$ cat src/hw/rtl/lus_pkg.sv
package lus_pkg;

    // Request codes carried in tuser of an input word.
    typedef enum logic [1:0] {
        MODE_LOAD_A  = 2'd0,
        MODE_LOAD_B  = 2'd1,
        MODE_SOLVE   = 2'd2,
        MODE_FACTOR  = 2'd3
    } t_mode;

    // Which group of elements the sequencer is computing.
    typedef enum logic [1:0] {
        PH_LOWER,
        PH_UPPER,
        PH_FORWARD,
        PH_BACKWARD
    } t_phase;

    typedef enum logic [3:0] {
        ST_IDLE,
        ST_BASE,
        ST_FETCH_A,
        ST_FETCH_B,
        ST_MUL,
        ST_PROD,
        ST_SUB,
        ST_END,
        ST_DIV,
        ST_DIV_DONE,
        ST_NEXT,
        ST_PIVOT,
        ST_OUT
    } t_state;

    // Magnitudes are split into two halves of this width for the shared multiplier.
    localparam int SPLIT_W = 24;
    localparam int PROD_W  = 2 * SPLIT_W;
    // Width that holds the recombined partial products before saturation.
    localparam int SUM_W   = PROD_W + 2;

endpackage

$ cat src/hw/rtl/lu_solve_4x4.sv
// Solves a 4x4 system A x = b in signed fixed point (VALUE_WIDTH bits, FRAC_BITS
// fraction bits, Q16.16 by default). Each input word either loads one entry of A
// or b (no result), requests a solve (four result words, index 0..3), or requests
// the packed Crout LU factors (sixteen result words, index row*4+col, L on and
// below the diagonal, U with its unit diagonal strictly above it). No pivoting is
// done; a zero pivot makes every result word of that run zero with the singular
// flag set. All arithmetic runs on one shared 24x24 multiplier (four passes per
// product) and one radix-2 divider that yields a VALUE_WIDTH+FRAC_BITS bit
// quotient. When a run ends, the results stream out at one word per cycle while
// the receiver is ready. The input is not ready while a run is in progress.
module lu_solve_4x4
    import lus_pkg::*;
#(
    parameter int FRAC_BITS   = 16,
    parameter int VALUE_WIDTH = 32
) (
    input  logic        i_clk,
    input  logic        i_rst_n,
    input  logic        i_s_axis_tvalid,
    output logic        o_s_axis_tready,
    // row[1:0], col[3:2], value[35:4], zero[39:36]
    input  logic [39:0] i_s_axis_tdata,
    // mode[1:0]
    input  logic [1:0]  i_s_axis_tuser,
    output logic        o_m_axis_tvalid,
    input  logic        i_m_axis_tready,
    // index[3:0], result_value[35:4], zero[39:36]
    output logic [39:0] o_m_axis_tdata,
    // singular[0]
    output logic        o_m_axis_tuser,
    output logic        o_m_axis_tlast
);

    localparam int VW  = VALUE_WIDTH;
    localparam int FB  = FRAC_BITS;
    localparam int EW  = (VW > 32) ? VW : 32;
    localparam int AW  = EW + 4;
    localparam int DW  = VW + FB;
    localparam int MX  = (DW > SUM_W) ? DW : SUM_W;
    localparam int CW  = $clog2(DW);
    localparam int HS  = VW - 1 + FB - PROD_W;
    localparam int HSC = (HS < 0) ? 0 : HS;

    localparam logic [PROD_W-1:0] HI_LIM  = (HS < 0) ? '0 : (PROD_W'(1) << HSC);
    localparam logic [PROD_W:0]   MID_LIM = (PROD_W + 1)'(1) << (VW + FB - SPLIT_W - 1);
    localparam logic [MX-1:0]     MAG_LIM = MX'(1) << (VW - 1);
    localparam logic signed [VW-1:0] VMAX_V = {1'b0, {(VW-1){1'b1}}};
    localparam logic signed [VW-1:0] VMIN_V = {1'b1, {(VW-1){1'b0}}};
    localparam logic signed [AW-1:0] VMAX_A = {{(AW-VW+1){1'b0}}, {(VW-1){1'b1}}};
    localparam logic signed [AW-1:0] VMIN_A = ~VMAX_A;
    localparam logic signed [AW-1:0] OMAX_A = {{(AW-31){1'b0}}, {31{1'b1}}};
    localparam logic signed [AW-1:0] OMIN_A = ~OMAX_A;
    localparam logic [CW-1:0]        DIV_LAST = CW'(DW - 1);

    // Saturate a wide signed value to the working width.
    function automatic logic signed [VW-1:0] f_sat(input logic signed [AW-1:0] a);
        if (a > VMAX_A) begin
            return VMAX_V;
        end else if (a < VMIN_A) begin
            return VMIN_V;
        end
        return a[VW-1:0];
    endfunction

    function automatic logic signed [AW-1:0] f_ext(input logic signed [VW-1:0] v);
        return {{(AW-VW){v[VW-1]}}, v};
    endfunction

    function automatic logic [VW-1:0] f_mag(input logic signed [VW-1:0] v);
        logic signed [VW-1:0] ng;
        ng = -v;
        return v[VW-1] ? ng : v;
    endfunction

    // Apply a sign to a magnitude, clamping to the working range.
    function automatic logic signed [VW-1:0] f_signed(input logic [MX-1:0] m,
                                                      input logic neg);
        logic [MX-1:0] mc;
        logic [MX-1:0] mn;
        mc = (m > MAG_LIM) ? MAG_LIM : m;
        mn = -mc;
        if (neg) begin
            return mn[VW-1:0];
        end else if (mc == MAG_LIM) begin
            return VMAX_V;
        end
        return mc[VW-1:0];
    endfunction

    // Stores.
    logic signed [VW-1:0] r_mat [16];
    logic signed [VW-1:0] r_rhs [4];
    logic signed [VW-1:0] r_fac [16];
    logic signed [VW-1:0] r_vec [4];

    // Control and datapath registers.
    t_state               r_state, n_state;
    t_phase               r_phase, n_phase;
    logic [1:0]           r_j, n_j, r_i, n_i, r_k, n_k;
    logic                 r_solve, n_solve;
    logic                 r_sing, n_sing;
    logic                 r_neg, n_neg;
    logic signed [AW-1:0] r_acc, n_acc;
    logic [VW-1:0]        r_ma, n_ma, r_mb, n_mb;
    logic [1:0]           r_pp, n_pp;
    logic [PROD_W-1:0]    r_hi, n_hi, r_lo, n_lo;
    logic [PROD_W:0]      r_mid, n_mid;
    logic signed [VW-1:0] r_prod, n_prod;
    logic [VW-1:0]        r_md, n_md, r_rem, n_rem;
    logic [DW-1:0]        r_dq, n_dq;
    logic [CW-1:0]        r_dcnt, n_dcnt;
    logic [3:0]           r_oidx, n_oidx;
    logic                 r_ovalid, n_ovalid;
    logic [3:0]           r_oindex, n_oindex;
    logic [31:0]          r_ovalue, n_ovalue;
    logic                 r_osing, n_osing, r_olast, n_olast;

    // Store write controls.
    logic                 mat_we, rhs_we, fac_we, vec_we;
    logic [3:0]           fac_wa;
    logic signed [VW-1:0] wr_data;

    // Job addressing.
    logic [3:0]           a_addr, b_addr, div_addr, dst_addr, fac_ra;
    logic signed [VW-1:0] fac_rd, b_val, base_val;
    logic                 has_terms, last_term, use_div, dst_fac;
    logic [1:0]           k_start;

    // Input fields.
    t_mode                in_mode;
    logic [1:0]           in_row, in_col;
    logic signed [31:0]   in_value;
    logic                 in_acc;

    // Shared multiplier and divider step.
    logic [SPLIT_W-1:0]   mul_x, mul_y;
    logic [PROD_W-1:0]    mul_p;
    logic [VW:0]          trial;
    logic                 trial_ge;

    assign in_mode  = t_mode'(i_s_axis_tuser);
    assign in_row   = i_s_axis_tdata[1:0];
    assign in_col   = i_s_axis_tdata[3:2];
    assign in_value = i_s_axis_tdata[35:4];
    assign in_acc   = i_s_axis_tvalid && o_s_axis_tready;

    assign o_s_axis_tready = (r_state == ST_IDLE);
    assign o_m_axis_tvalid = r_ovalid;
    assign o_m_axis_tdata  = {4'd0, r_ovalue, r_oindex};
    assign o_m_axis_tuser  = r_osing;
    assign o_m_axis_tlast  = r_olast;

    // Operand addresses and bounds of the element being computed.
    always_comb begin
        a_addr    = {r_i, r_k};
        b_addr    = {r_k, r_j};
        div_addr  = {r_i, r_i};
        dst_addr  = {r_i, r_j};
        base_val  = r_mat[{r_i, r_j}];
        has_terms = (r_j != 2'd0);
        last_term = (r_k == r_j - 2'd1);
        k_start   = 2'd0;
        use_div   = 1'b0;
        dst_fac   = 1'b1;
        case (r_phase)
            PH_LOWER: begin
            end
            PH_UPPER: begin
                a_addr   = {r_j, r_k};
                b_addr   = {r_k, r_i};
                div_addr = {r_j, r_j};
                dst_addr = {r_j, r_i};
                base_val = r_mat[{r_j, r_i}];
                use_div  = 1'b1;
            end
            PH_FORWARD: begin
                base_val  = r_rhs[r_i];
                has_terms = (r_i != 2'd0);
                last_term = (r_k == r_i - 2'd1);
                use_div   = 1'b1;
                dst_fac   = 1'b0;
            end
            PH_BACKWARD: begin
                base_val  = r_vec[r_i];
                has_terms = (r_i != 2'd3);
                last_term = (r_k == 2'd3);
                k_start   = r_i + 2'd1;
                dst_fac   = 1'b0;
            end
            default: begin
            end
        endcase
    end

    // Single read port of the factor store.
    always_comb begin
        case (r_state)
            ST_FETCH_A:  fac_ra = a_addr;
            ST_FETCH_B:  fac_ra = b_addr;
            ST_END:      fac_ra = div_addr;
            ST_PIVOT:    fac_ra = {r_j, r_j};
            ST_OUT:      fac_ra = r_oidx;
            default:     fac_ra = a_addr;
        endcase
    end
    assign fac_rd = r_fac[fac_ra];
    assign b_val  = (r_phase == PH_LOWER || r_phase == PH_UPPER) ? fac_rd : r_vec[r_k];

    // One partial product of the split magnitudes per cycle.
    always_comb begin
        case (r_pp)
            2'd0: begin
                mul_x = SPLIT_W'(PROD_W'(r_ma) >> SPLIT_W);
                mul_y = SPLIT_W'(PROD_W'(r_mb) >> SPLIT_W);
            end
            2'd1: begin
                mul_x = SPLIT_W'(PROD_W'(r_ma) >> SPLIT_W);
                mul_y = SPLIT_W'(r_mb);
            end
            2'd2: begin
                mul_x = SPLIT_W'(r_ma);
                mul_y = SPLIT_W'(PROD_W'(r_mb) >> SPLIT_W);
            end
            default: begin
                mul_x = SPLIT_W'(r_ma);
                mul_y = SPLIT_W'(r_mb);
            end
        endcase
        mul_p = mul_x * mul_y;
    end

    // Restoring divider step.
    assign trial    = {r_rem, r_dq[DW-1]};
    assign trial_ge = (trial >= {1'b0, r_md});

    // Sequencer: next state and datapath updates.
    always_comb begin
        logic signed [VW-1:0] sacc;
        logic signed [VW-1:0] outv;
        logic signed [AW-1:0] outx;
        logic [VW:0]          diff;
        logic [MX-1:0]        msum;
        logic                 ovf;

        n_state  = r_state;
        n_phase  = r_phase;
        n_j      = r_j;
        n_i      = r_i;
        n_k      = r_k;
        n_solve  = r_solve;
        n_sing   = r_sing;
        n_neg    = r_neg;
        n_acc    = r_acc;
        n_ma     = r_ma;
        n_mb     = r_mb;
        n_pp     = r_pp;
        n_hi     = r_hi;
        n_mid    = r_mid;
        n_lo     = r_lo;
        n_prod   = r_prod;
        n_md     = r_md;
        n_rem    = r_rem;
        n_dq     = r_dq;
        n_dcnt   = r_dcnt;
        n_oidx   = r_oidx;
        n_ovalid = r_ovalid && !i_m_axis_tready;
        n_oindex = r_oindex;
        n_ovalue = r_ovalue;
        n_osing  = r_osing;
        n_olast  = r_olast;
        mat_we   = 1'b0;
        rhs_we   = 1'b0;
        fac_we   = 1'b0;
        vec_we   = 1'b0;
        fac_wa   = dst_addr;
        wr_data  = f_sat({{(AW-32){in_value[31]}}, in_value});

        sacc = f_sat(r_acc);
        diff = trial - {1'b0, r_md};
        ovf  = (r_hi > HI_LIM) || (r_mid > MID_LIM);
        msum = (MX'(r_hi) << (PROD_W - FB)) + (MX'(r_mid) << (SPLIT_W - FB))
             + MX'(r_lo >> FB);
        outv = r_solve ? r_vec[r_oidx[1:0]] : fac_rd;
        outx = f_ext(outv);

        case (r_state)
            ST_IDLE: begin
                if (in_acc) begin
                    case (in_mode)
                        MODE_LOAD_A: mat_we = 1'b1;
                        MODE_LOAD_B: rhs_we = 1'b1;
                        MODE_SOLVE, MODE_FACTOR: begin
                            n_solve = (in_mode == MODE_SOLVE);
                            n_phase = PH_LOWER;
                            n_j     = 2'd0;
                            n_i     = 2'd0;
                            n_sing  = 1'b0;
                            n_state = ST_BASE;
                        end
                        default: begin
                        end
                    endcase
                end
            end
            ST_BASE: begin
                n_acc   = f_ext(base_val);
                n_k     = k_start;
                n_state = has_terms ? ST_FETCH_A : ST_END;
            end
            ST_FETCH_A: begin
                n_ma    = f_mag(fac_rd);
                n_neg   = fac_rd[VW-1];
                n_state = ST_FETCH_B;
            end
            ST_FETCH_B: begin
                n_mb    = f_mag(b_val);
                n_neg   = r_neg ^ b_val[VW-1];
                n_pp    = 2'd0;
                n_state = ST_MUL;
            end
            ST_MUL: begin
                case (r_pp)
                    2'd0: n_hi  = mul_p;
                    2'd1: n_mid = {1'b0, mul_p};
                    2'd2: n_mid = r_mid + {1'b0, mul_p};
                    default: n_lo = mul_p;
                endcase
                n_pp = r_pp + 2'd1;
                if (r_pp == 2'd3) begin
                    n_state = ST_PROD;
                end
            end
            ST_PROD: begin
                n_prod  = f_signed(ovf ? MAG_LIM : msum, r_neg);
                n_state = ST_SUB;
            end
            ST_SUB: begin
                n_acc = r_acc - f_ext(r_prod);
                if (last_term) begin
                    n_state = ST_END;
                end else begin
                    n_k     = r_k + 2'd1;
                    n_state = ST_FETCH_A;
                end
            end
            ST_END: begin
                if (use_div) begin
                    n_md    = f_mag(fac_rd);
                    n_neg   = sacc[VW-1] ^ fac_rd[VW-1];
                    n_dq    = {f_mag(sacc), {FB{1'b0}}};
                    n_rem   = '0;
                    n_dcnt  = '0;
                    n_state = ST_DIV;
                end else begin
                    wr_data = sacc;
                    fac_we  = dst_fac;
                    vec_we  = !dst_fac;
                    n_state = ST_NEXT;
                end
            end
            ST_DIV: begin
                n_rem  = trial_ge ? diff[VW-1:0] : trial[VW-1:0];
                n_dq   = {r_dq[DW-2:0], trial_ge};
                n_dcnt = r_dcnt + CW'(1);
                if (r_dcnt == DIV_LAST) begin
                    n_state = ST_DIV_DONE;
                end
            end
            ST_DIV_DONE: begin
                wr_data = (r_md == '0) ? '0 : f_signed(MX'(r_dq), r_neg);
                fac_we  = dst_fac;
                vec_we  = !dst_fac;
                n_state = ST_NEXT;
            end
            ST_NEXT: begin
                n_state = ST_BASE;
                case (r_phase)
                    PH_LOWER: begin
                        if (r_i != 2'd3) begin
                            n_i = r_i + 2'd1;
                        end else begin
                            n_state = ST_PIVOT;
                        end
                    end
                    PH_UPPER: begin
                        if (r_i != 2'd3) begin
                            n_i = r_i + 2'd1;
                        end else begin
                            n_j     = r_j + 2'd1;
                            n_i     = r_j + 2'd1;
                            n_phase = PH_LOWER;
                        end
                    end
                    PH_FORWARD: begin
                        if (r_i != 2'd3) begin
                            n_i = r_i + 2'd1;
                        end else begin
                            n_phase = PH_BACKWARD;
                        end
                    end
                    default: begin
                        if (r_i != 2'd0) begin
                            n_i = r_i - 2'd1;
                        end else begin
                            n_oidx  = '0;
                            n_state = ST_OUT;
                        end
                    end
                endcase
            end
            ST_PIVOT: begin
                // A zero diagonal entry of L ends the factorization.
                if (fac_rd == '0) begin
                    n_sing  = 1'b1;
                    n_oidx  = '0;
                    n_state = ST_OUT;
                end else if (r_j == 2'd3) begin
                    if (r_solve) begin
                        n_phase = PH_FORWARD;
                        n_i     = 2'd0;
                        n_state = ST_BASE;
                    end else begin
                        n_oidx  = '0;
                        n_state = ST_OUT;
                    end
                end else begin
                    n_phase = PH_UPPER;
                    n_i     = r_j + 2'd1;
                    n_state = ST_BASE;
                end
            end
            ST_OUT: begin
                // Load the next result word when the output register is free.
                if (!r_ovalid || i_m_axis_tready) begin
                    n_ovalid = 1'b1;
                    n_oindex = r_oidx;
                    n_osing  = r_sing;
                    n_olast  = r_solve ? (r_oidx == 4'd3) : (r_oidx == 4'd15);
                    if (r_sing) begin
                        n_ovalue = '0;
                    end else if (outx > OMAX_A) begin
                        n_ovalue = 32'h7fff_ffff;
                    end else if (outx < OMIN_A) begin
                        n_ovalue = 32'h8000_0000;
                    end else begin
                        n_ovalue = outx[31:0];
                    end
                    n_oidx = r_oidx + 4'd1;
                    if (n_olast) begin
                        n_state = ST_IDLE;
                    end
                end
            end
            default: n_state = ST_IDLE;
        endcase
    end

    // Control registers.
    always_ff @(posedge i_clk) begin
        if (!i_rst_n) begin
            r_state  <= ST_IDLE;
            r_ovalid <= 1'b0;
        end else begin
            r_state  <= n_state;
            r_ovalid <= n_ovalid;
        end
    end

    // Datapath registers.
    always_ff @(posedge i_clk) begin
        r_phase  <= n_phase;
        r_j      <= n_j;
        r_i      <= n_i;
        r_k      <= n_k;
        r_solve  <= n_solve;
        r_sing   <= n_sing;
        r_neg    <= n_neg;
        r_acc    <= n_acc;
        r_ma     <= n_ma;
        r_mb     <= n_mb;
        r_pp     <= n_pp;
        r_hi     <= n_hi;
        r_mid    <= n_mid;
        r_lo     <= n_lo;
        r_prod   <= n_prod;
        r_md     <= n_md;
        r_rem    <= n_rem;
        r_dq     <= n_dq;
        r_dcnt   <= n_dcnt;
        r_oidx   <= n_oidx;
        r_oindex <= n_oindex;
        r_ovalue <= n_ovalue;
        r_osing  <= n_osing;
        r_olast  <= n_olast;
    end

    // Store writes.
    always_ff @(posedge i_clk) begin
        if (mat_we) begin
            r_mat[{in_row, in_col}] <= wr_data;
        end
        if (rhs_we) begin
            r_rhs[in_row] <= wr_data;
        end
        if (fac_we) begin
            r_fac[fac_wa] <= wr_data;
        end
        if (vec_we) begin
            r_vec[r_i] <= wr_data;
        end
    end

endmodule

$ cat config.mk
export PLATFORM = sky130hd
export DESIGN_NAME = lu_solve_4x4
export DESIGN_NICKNAME = d
export VERILOG_FILES = /design/src/hw/rtl/lus_pkg.sv /design/src/hw/rtl/lu_solve_4x4.sv
export SDC_FILE = /design/constraint.sdc
export NUM_CORES = 2
export LEC_CHECK = 0
export ABC_AREA = 1
export BUFFER_PORTS_ARGS = -buffer_cell sky130_fd_sc_hd__buf_2
export CAP_MARGIN = 20
export CORE_MARGIN = 10
export CORE_UTILIZATION = 56
export CTS_CLUSTER_DIAMETER = 50
export DETAILED_ROUTE_END_ITERATION = 12
export PLACE_DENSITY = 0.79
export SETUP_SLACK_MARGIN = 0.02
export SYNTH_ARGS = -nofsm -noshare
export SYNTH_HDL_FRONTEND = slang
export SYNTH_SLANG_ARGS = --single-unit
$ cat constraint.sdc
create_clock -name i_clk -period 10.9 [get_ports i_clk]
set_input_delay 2.18 -clock i_clk [delete_from_list [all_inputs] [get_ports i_clk]]
set_output_delay 2.18 -clock i_clk [all_outputs]
set_load 0.05 [all_outputs]
==> flow_summary.ini <==
[outcome]
status = completed

[clocking]
cts_max_level = 4
cts.sinks = 1725
clockBufferDepth = 3
clk_latency_ns = 0.89
cts.clk_slew.worst_paths_ns = 0.06
cts_tree = yes
cts_buffers = 191
root_buffer = clkbuf_16
cts_hold_buf = 0

[synth]
synth.most_common_cell = nand2_1
synth_area_leaders = edfxtp_1 47%, fa_1 8.8%, nand2_1 6.9%, inv_1 5.5%, o21ai_0 5.3%
syn_inst = 12100
synth.avg_cell_area_um2 = 9.10
synth_area_um2 = 110000
synthArstFlopShare_pct = 0
synth_top_area_share_pct = 46.8
synth-seq-cells = 1725
ys_warn_count = 0
yosys-top-cells-count = 2019 x nand2_1, 1714 x edfxtp_1, 1617 x inv_1
synth_edf_count = 1714
yosysTopAreaCell = edfxtp_1
ys_types = 70
synth_top_flop_cell = edfxtp_1
ys_seq_area_share_pct = 47.0

[placed_design]
place_inst = 14600
io_buffers = 81
post-place-ws_ns = 0.263
hpwl_mm = 250
routabilityCongestion = 0.990

[timing]
setup_viol = 0
relSlewSlack_pct = 19.6
hold_violations = 0
clock.fmax_mhz = 96.5
drv_slew = 0
rsz0062_at_grt = no
period_minus_slack_ns = 10.36
skew_ns = 0.115
fin_crit_sh_pct = 95.0
tns_ns = 0
worstMarginPinSlew_ns = 1.20
setup_ws_ns = 0.541

[layout]
synthToLayoutAreaGrowth_pct = 10.5
num-fill-cells = 15600
final_cell_count_no_fill = 14900
drive_gt1_share_pct = 8.01
final_nets = 13000

[grt]
grt_max_degree = 272
antenna_found_initial = 13
grt_pass1_vias = 89200
met2_usage_pct = 52.1
gr-usage-met3_pct = 7.26
grt_overflow = 0
top_usage_layer = met2
track_usage_pct = 33.0
use_met1_pct = 41.6
grt_pass1_wl_mm = 544

[worst_setup_path]
cp_slowest_cell = fa_1
cp_top_family = adder cells
worstSetupStartpointType = flip-flop
cp_slowest_stage_delay_ns = 0.50
path_max_fanout = 12
crit_type = flip-flop to flip-flop
critPathRequiredTime_ns = 11.48
critPathCaptureType = flip-flop
worstPathArrival_ns = 10.94
crit_buf_inv = 10

[min_path]
hold_path_class = flip-flop to flip-flop

[drt]
drt_first_pass_iters = 7
wl_per_cell_um = 24.6
vias_per_cell = 6.22
remaining_drc_errors = 0
ant_nets = 0
drt_iter0_drc = 13800
routed-via-count = 92900
wl_mm = 368

[floorplanning]
initial_core_util_pct = 56.4
rows = 162
ioPinCount = 90
die_w_um = 463
core_um2 = 195000
die_height_um = 463
die_area_um2 = 215000

[run]
cap_viol_max_count = 0
layer usage:
layer  part of all wire [%]  up-vias  wire length, µm
li1                       -    41200                -
met1                     36    44300           132000
met2                     45     6107           167000
met3                     11     1256            42100
met4                    7.3       12            26700
met5                  0.025        -               92
flip-flops by register name, summed over array words and instances (netlist names), 6 cells and up, named ones only:
register	flops
r_lo	32
r_ma	32
r_rhs	128
r_prod	32
r_md	32
r_fac	512
r_vec	128
r_ovalue	32
r_rem	32
r_acc	36
r_mid	49
r_hi	48
r_dcnt	6
r_mat	512
r_mb	32
r_dq	48
worst paths after layout:
check / cells after the start / startpoint / slack (ns) / to
setup reg to reg: 45 / r_pp[0] / 0.54 / r_mid[43]
hold reg to reg: 0 / r_oidx[3] / 0.46 / r_oindex[3]
setup / recovery: 45 / r_pp[0] / 0.54 / r_mid[43]
hold / removal: 0 / r_oidx[3] / 0.46 / r_oindex[3]
metrics by stage:
| stage | hold WS, ns | util (%) | area, µm² |
|---|---|---|---|
| 2_1_floorplan | 0.426 | - | 110000 |
| 3_3_place_gp | 0.442 | 58.8 | 115000 |
| 3_5_place_dp | 0.445 | 58.8 | 115000 |
| 4_1_cts | 0.457 | 62.2 | 121000 |
| 5_1_grt | 0.468 | 62.3 | 122000 |
| 6_report | 0.455 | 62.3 | 122000 |
area by class of cell:
| class | count | area [µm²] | area share, % |
|---|---|---|---|
| tap | 2624 | 3280 | 2.70 |
| clock inverter | 129 | 1640 | 1.35 |
| antenna | 6 | 15.0 | 0.0123 |
| sequential | 1725 | 51700 | 42.5 |
| timing repair buffer | 473 | 3550 | 2.92 |
| inverter | 1658 | 6250 | 5.14 |
| clock buffer | 220 | 4890 | 4.02 |
| multi-input combinational | 8094 | 50300 | 41.4 |
layout by cell type, fill, tap and decap left out, types with 82 or more instances in the layout:
master | Yosys | final
a21oi_1 | 557 | 542
buf_4 | 21 | 374
clkbuf_16 | 0 | 191
edfxtp_1 | 1714 | 1714
fa_1 | 486 | 486
ha_1 | 357 | 356
inv_1 | 1617 | 1603
nand2_1 | 2019 | 2018
nand3_1 | 616 | 606
nand4_1 | 87 | 87
nor2_1 | 1483 | 1431
nor3_1 | 83 | 82
o211ai_1 | 373 | 373
o21ai_0 | 1172 | 1164
o221ai_1 | 174 | 174
xor2_1 | 135 | 135
cell families after synthesis:
group | count (synthesis) | share of synthesized area, %
and+or+nand+nor | 4431 | 16.5
AOI/OAI and AO/OA | 2604 | 13.9
buffers and inverters | 2279 | 8.00
DFF | 1725 | 47.0
adders and majority gates | 843 | 12.9
xor gates and xnor gates | 212 | 1.69
other | 1 | 0.00341
what timing repair did:
item                       CTS  global route
hold endpoints to repair     0             0
gates resized for setup      0            17
setup endpoints to repair    0            17
setup buffers                0             3
Power is left out: the tool's default activity adds up to more than one toggle a clock period on the data nets, which glitch-free logic cannot reach.
